==> src/rtl/length_prefixed_message_deframer_core_macros.svh <==
// Assertion macros for the deframer core.
`ifndef LENGTH_PREFIXED_MESSAGE_DEFRAMER_CORE_MACROS_SVH
`define LENGTH_PREFIXED_MESSAGE_DEFRAMER_CORE_MACROS_SVH

`ifndef ASSERT_OFF
`define LPMD_ASSERT(lbl, clk, rst_n, prop) \
    lbl: assert property (@(posedge clk) disable iff (!rst_n) (prop)) \
        else $error("lpmd assertion failed");
`define LPMD_ASSERT_IMPL(lbl, clk, rst_n, cond, prop) \
    lbl: assert property (@(posedge clk) disable iff (!rst_n) (cond) |-> (prop)) \
        else $error("lpmd implication failed");
`else
`define LPMD_ASSERT(lbl, clk, rst_n, prop)
`define LPMD_ASSERT_IMPL(lbl, clk, rst_n, cond, prop)
`endif

`endif

==> src/rtl/lpmd_pkg.sv <==
package lpmd_pkg;

    localparam logic [7:0] TYPE_BIT = 8'h80;
    localparam logic [7:0] LEN_MASK = 8'h7f;

    localparam int QDEPTH = 4;
    localparam int QAW    = $clog2(QDEPTH);
    localparam int QCW    = $clog2(QDEPTH + 1);

    typedef enum logic [2:0] {
        KIND_FRAME = 3'd0,
        KIND_CTYPE = 3'd1,
        KIND_CDATA = 3'd2,
        KIND_PING  = 3'd3,
        KIND_EMPTY = 3'd4,
        KIND_ERROR = 3'd5
    } t_kind;

    typedef struct packed {
        t_kind      kind;
        logic [7:0] data;
        logic       last;
    } t_result;

    typedef struct packed {
        logic [1:0] n;
        t_result    r0;
        t_result    r1;
    } t_push;

endpackage

==> src/rtl/lpmd_parse.sv <==
module lpmd_parse
    import lpmd_pkg::*;
(
    input  logic       i_clk,
    input  logic       i_rst_n,
    input  logic       i_valid,
    output logic       o_ready,
    input  logic [7:0] i_rx_byte,
    input  logic [7:0] i_ping_code,
    input  logic       i_space_ok,
    output t_push      o_push
);

    logic       r_in_valid;
    logic [7:0] r_in_byte;
    logic [6:0] r_pos, n_pos;
    logic [6:0] r_len, n_len;
    logic       r_ctrl, n_ctrl;
    logic       r_ping, n_ping;
    logic       advance;
    logic       fin;

    assign advance = r_in_valid && i_space_ok;
    assign o_ready = !r_in_valid || advance;

    always_ff @(posedge i_clk) begin
        if (!i_rst_n) begin
            r_in_valid <= 1'b0;
            r_pos      <= '0;
            r_len      <= '0;
            r_ctrl     <= 1'b0;
            r_ping     <= 1'b0;
        end else begin
            if (o_ready) begin
                r_in_valid <= i_valid;
            end
            r_pos  <= n_pos;
            r_len  <= n_len;
            r_ctrl <= n_ctrl;
            r_ping <= n_ping;
        end
    end

    // hold the request byte until the queue has room
    always_ff @(posedge i_clk) begin
        if (o_ready && i_valid) begin
            r_in_byte <= i_rx_byte;
        end
    end

    assign fin = (r_pos == r_len);

    always_comb begin
        n_pos  = r_pos;
        n_len  = r_len;
        n_ctrl = r_ctrl;
        n_ping = r_ping;
        o_push = '0;
        if (advance) begin
            if (r_pos == 7'd0) begin
                n_len  = r_in_byte[6:0] & LEN_MASK[6:0];
                n_ctrl = (r_in_byte & TYPE_BIT) != 8'd0;
                n_ping = 1'b0;
                if (r_in_byte[6:0] == 7'd0) begin
                    o_push.n       = 2'd1;
                    o_push.r0.kind = r_in_byte[7] ? KIND_ERROR : KIND_EMPTY;
                    o_push.r0.data = 8'd0;
                    o_push.r0.last = 1'b1;
                end else begin
                    n_pos = 7'd1;
                end
            end else begin
                o_push.n       = 2'd1;
                o_push.r0.data = r_in_byte;
                o_push.r0.last = fin;
                if (r_ctrl && r_pos == 7'd1) begin
                    if (r_in_byte == i_ping_code) begin
                        n_ping         = 1'b1;
                        o_push.n       = 2'd2;
                        o_push.r0.kind = KIND_PING;
                        o_push.r0.data = TYPE_BIT | {1'b0, r_len};
                        o_push.r0.last = 1'b0;
                        o_push.r1.kind = KIND_PING;
                        o_push.r1.data = r_in_byte;
                        o_push.r1.last = fin;
                    end else begin
                        o_push.r0.kind = KIND_CTYPE;
                    end
                end else if (r_ctrl) begin
                    o_push.r0.kind = r_ping ? KIND_PING : KIND_CDATA;
                end else begin
                    o_push.r0.kind = KIND_FRAME;
                end
                n_pos = fin ? 7'd0 : r_pos + 7'd1;
            end
        end
    end

endmodule

==> src/rtl/lpmd_outq.sv <==
module lpmd_outq
    import lpmd_pkg::*;
(
    input  logic    i_clk,
    input  logic    i_rst_n,
    input  t_push   i_push,
    output logic    o_space_ok,
    output logic    o_valid,
    input  logic    i_ready,
    output t_result o_head
);

    t_result        r_mem [QDEPTH];
    logic [QAW-1:0] r_wr_ptr, n_wr_ptr;
    logic [QAW-1:0] r_rd_ptr, n_rd_ptr;
    logic [QCW-1:0] r_count, n_count;
    logic           pop;

    assign o_valid    = r_count != '0;
    assign o_head     = r_mem[r_rd_ptr];
    assign pop        = o_valid && i_ready;
    assign o_space_ok = r_count <= QCW'(QDEPTH - 2);

    always_comb begin
        n_wr_ptr = r_wr_ptr + QAW'(i_push.n);
        n_rd_ptr = pop ? r_rd_ptr + QAW'(1) : r_rd_ptr;
        n_count  = r_count + QCW'(i_push.n) - QCW'(pop);
    end

    always_ff @(posedge i_clk) begin
        if (!i_rst_n) begin
            r_wr_ptr <= '0;
            r_rd_ptr <= '0;
            r_count  <= '0;
        end else begin
            r_wr_ptr <= n_wr_ptr;
            r_rd_ptr <= n_rd_ptr;
            r_count  <= n_count;
        end
    end

    always_ff @(posedge i_clk) begin
        if (i_push.n != 2'd0) begin
            r_mem[r_wr_ptr] <= i_push.r0;
        end
        if (i_push.n == 2'd2) begin
            r_mem[r_wr_ptr + QAW'(1)] <= i_push.r1;
        end
    end

endmodule

==> src/rtl/length_prefixed_message_deframer_core.sv <==
// channel  | valid       | ready       | payload
// ---------+-------------+-------------+-------------------------
// cfg      | i_cfg_valid | o_cfg_ready | i_cfg_data (ping code)
// rx in    | i_valid     | o_ready     | i_rx_byte
// result   | o_valid     | i_ready     | o_kind, o_data, o_last
//
// One byte per cycle; each byte is registered, then its results queued.
// A ping type byte yields two results, so the four-entry result queue and
// its single read port set the rate: one result per i_ready cycle leaves
// the block. Input stalls while the queue holds three or more results.
// Synchronous active-low reset clears message state and the queue.
`include "length_prefixed_message_deframer_core_macros.svh"

module length_prefixed_message_deframer_core
    import lpmd_pkg::*;
(
    input  logic       i_clk,
    input  logic       i_rst_n,
    input  logic       i_cfg_valid,
    output logic       o_cfg_ready,
    input  logic [7:0] i_cfg_data,
    input  logic       i_valid,
    output logic       o_ready,
    input  logic [7:0] i_rx_byte,
    output logic       o_valid,
    input  logic       i_ready,
    output logic [2:0] o_kind,
    output logic [7:0] o_data,
    output logic       o_last
);

    logic [7:0] r_ping_code;
    t_push      push;
    t_result    head;
    logic       space_ok;

    assign o_cfg_ready = 1'b1;

    always_ff @(posedge i_clk) begin
        if (!i_rst_n) begin
            r_ping_code <= 8'd0;
        end else if (i_cfg_valid && o_cfg_ready) begin
            r_ping_code <= i_cfg_data;
        end
    end

    lpmd_parse u_parse (
        .i_clk       (i_clk),
        .i_rst_n     (i_rst_n),
        .i_valid     (i_valid),
        .o_ready     (o_ready),
        .i_rx_byte   (i_rx_byte),
        .i_ping_code (r_ping_code),
        .i_space_ok  (space_ok),
        .o_push      (push)
    );

    lpmd_outq u_outq (
        .i_clk      (i_clk),
        .i_rst_n    (i_rst_n),
        .i_push     (push),
        .o_space_ok (space_ok),
        .o_valid    (o_valid),
        .i_ready    (i_ready),
        .o_head     (head)
    );

    assign o_kind = head.kind;
    assign o_data = head.data;
    assign o_last = head.last;

    `LPMD_ASSERT(a_push_count, i_clk, i_rst_n, push.n != 2'd3)
    `LPMD_ASSERT_IMPL(a_pair_is_ping, i_clk, i_rst_n, push.n == 2'd2,
        push.r0.kind == KIND_PING && push.r1.kind == KIND_PING && !push.r0.last)
    `LPMD_ASSERT_IMPL(a_full_has_head, i_clk, i_rst_n, !space_ok, o_valid)
    `LPMD_ASSERT_IMPL(a_error_is_last, i_clk, i_rst_n,
        push.n != 2'd0 && (push.r0.kind == KIND_ERROR || push.r0.kind == KIND_EMPTY),
        push.r0.last && push.n == 2'd1)

endmodule

==> config.mk <==
export PLATFORM = sky130hd
export DESIGN_NAME = length_prefixed_message_deframer_core
export DESIGN_NICKNAME = d
export VERILOG_FILES = /design/src/rtl/lpmd_pkg.sv /design/src/rtl/lpmd_parse.sv /design/src/rtl/lpmd_outq.sv /design/src/rtl/length_prefixed_message_deframer_core.sv
export VERILOG_INCLUDE_DIRS = /design/src /design/src/rtl
export SDC_FILE = /design/constraint.sdc
export NUM_CORES = 1
export LEC_CHECK = 0
export BUFFER_PORTS_ARGS = -buffer_cell sky130_fd_sc_hd__buf_2
export CORE_ASPECT_RATIO = 2
export CORE_MARGIN = 4
export CORE_UTILIZATION = 55
export CTS_BUF_LIST = sky130_fd_sc_hd__clkbuf_4 sky130_fd_sc_hd__clkbuf_8 sky130_fd_sc_hd__clkbuf_16
export DETAILED_ROUTE_END_ITERATION = 10
export HOLD_SLACK_MARGIN = 0.12
export PLACE_DENSITY_LB_ADDON = 0.3
export SLEW_MARGIN = 20
export SYNTH_ARGS = -nofsm -noshare
export SYNTH_HDL_FRONTEND = slang
export SYNTH_SLANG_ARGS = --single-unit
==> constraint.sdc <==
create_clock -name i_clk -period 3.8 [get_ports i_clk]
set_input_delay 0.19 -clock i_clk [delete_from_list [all_inputs] [get_ports i_clk]]
set_output_delay 0.19 -clock i_clk [all_outputs]
set_load 0.05 [all_outputs]
==> out/qor.yml <==
swShare: 0.327
fillers: 580
fmax_ghz: 0.314
synth_area_leaders: "edfxtp_1 (36%), dfxtp_1 (17%), mux4_2 (6.1%), nor2_1 (4.9%), mux2i_1 (4.1%)"
power_switching_uw: 895
first_pass_iters: 4
yosysTopAreaCell: "edfxtp_1"
whs_ps: 132
drive_gt1_frac: 0.187
antenna_cells: 0
p_per_area_nw_per_um2: 538
areaGrowthSynthToFinish_pct: 15.6
post-cts-setup-buffers: 0
cp_data_required_time_ps: 4040
design_area_um2: 5080
root_buffer: "clkbuf_16"
postLayoutCoreUtil: 0.659
p_comb_frac: 0.256
cts_made_buffers: 9
dpl_cell_area_um2: 4650
seqPwrFrac: 0.439
period_needed_ps: 3180
hp-class: "in -> reg"
track_usage: 0.218
criticalPathCategory: "reg -> reg"
antenna_found_initial: 0
ys_warn_count: 0
placementRows: 45
synth.most_common_cell: "nor2_1"
seqCellArea_um2: 2320
synth-seq-cells: 90
r2r-start: "u_parse.r_pos[0]"
grt_max_degree: 30
crit_path_start_kind: "flop"
final_cells: 527
synth.top_cell.area_share: 0.355
die_w_um: 71.2
cts_tree: "built"
p_int_mw: 1.84
syn_area_um2: 4400
async_reset_ff_frac: 0
synth-seq-area-share: 0.528
outcome: "complete, no violations"
synth-edff-count: 52
first_global_vias: 3223
pre_cts_ws_ps: 686
multi_input_area_um2: 1940
netlist_instances: 379
vdd_drop_max_v: 0.000398
max_slew_margin: 0.288
cp.arrival_ps: 3420
num_vias: 3034
finalCritPeriodShare: 0.837
initial_core_util: 0.570
startpoint: "u_parse.r_pos[0]"
tns_ps: 0
hold_violations: 0
io_buffers: 34
wl_per_cell_um: 17.8
worst_slack_ps: 618
drv_cap: 0
worstSetupEndpointType: "flop"
setup_viol: 0
p_leak_nw: 1.91
postRouteAntennaNets: 0
grt_pass1_wl_um: 16000
synth_commonest_cells: "nor2_1 (57), edfxtp_1 (52), dfxtp_1 (38)"
htreeDepth: 3
hold_path.startpoint: "i_cfg_data[2]"
clock_path_buffers: 2
gr-total-overflow: 0
core_area_um2: 7710
drt_iter0_drc: 246
routabilityCongestion: 0.927
power_mw: 2.74
dieArea_um2: 9580
dieHeight_um: 134
grt_setup_unrepaired: "false"
synthFlopType: "edfxtp_1"
clkLatencyLatePin_ps: 350
syn_avg_cell_area_um2: 11.6
clk_transition_reported_paths_ps: 60
synth.distinct_cells: 49
power_frac_clock: 0.306
dp.cells: 496
viasPerCell: 5.76
dp_hpwl_um: 6990
io-pin-count: 36
drv_slew: 0
worst_pin_slew_ps: 1060
syn-num-nets: 408
wl_um: 9390
drc: 0
nNetsFinal: 457
cts-resized-gates: 0
cts_hold_buf: 15
fin_skew_ps: 6.13
path_max_fanout: 8
clock-sinks: 90
cells in the final DEF (no fill, tap or decap), drive strengths merged, types with 11 or more instances in the layout:
cell type	n
dlygate4sd3	15
xor2	18
a32oi	14
dfxtp	38
mux4	12
a21oi	11
and2	12
buf	41
mux2i	18
nor2	57
nor2b	21
inv	11
edfxtp	52
nand2	16
clkbuf	11
cell families after synthesis:
kind of cell | count (synthesis) | synth area share
buf+inv | 29 | 0.0304
compound gates | 56 | 0.0919
fa+ha+maj | 8 | 0.0245
flops | 90 | 0.528
xor+xnor | 27 | 0.0580
simple gates | 136 | 0.159
other cells | 1 | 0.000853
mux | 32 | 0.108
worst max-delay path, cell delays in order (launching register included):
cell and delay, ps:
dfxtp_1 500, inv_1 80, ha_1 220, nor2b_1 140, nand2_1 140, o21ai_0 260
a21oi_1 280, inv_1 100, ha_1 300, inv_1 60, ha_1 130, inv_1 50
fa_1 380, xor2_1 170, xnor2_1 130, and2_1 150
per-layer routing:
metal  global-route usage  share of wire
met5                    0              0
met4                0.122          0.049
met3               0.0566          0.046
met2                0.392           0.55
met1                0.223           0.35
state kept, by name (all words and copies together), names as in the netlist, named ones only:
| signal | flops |
|---|---|
| u_outq.r_wr_ptr | 2 |
| u_parse.r_in_byte | 8 |
| u_parse.r_ctrl | 1 |
| u_parse.r_len | 7 |
| u_parse.r_pos | 7 |
| u_parse.r_ping | 1 |
| r_ping_code | 8 |
| u_outq.r_rd_ptr | 2 |
| u_outq.r_count | 3 |
| u_parse.r_in_valid | 1 |
| u_outq.r_mem | 48 |
worst paths after layout:
| path | endpoint | slack (ps) | depth (start not counted) |
|---|---|---|---|
| worst max-delay path | u_outq.r_count[2] | 620 | 15 |
| worst min register to register | u_outq.r_mem[2][11] | 510 | 2 |
| worst min-delay path | r_ping_code[2] | 130 | 3 |
| worst max register to register | u_outq.r_count[2] | 620 | 15 |
power by group through the flow:
stage               Clock, mW  Sequential (mW)  Combinational (mW)
finish                  0.836             1.20               0.699
global route            0.891             1.22               0.754
CTS                     0.845             1.20               0.703
detailed placement          0             1.23               0.685
global placement            0             1.22               0.673
floorplan                   0             1.17               0.585
final cells by class:
type / count / area share
sequential: 90 / 0.457
multi-input combinational: 260 / 0.382
timing repair buffer: 56 / 0.0734
clock buffer: 11 / 0.0485
tap: 94 / 0.0231
inverter: 11 / 0.00812
clock inverter: 5 / 0.00788
(Power assumes the default switching activity.)
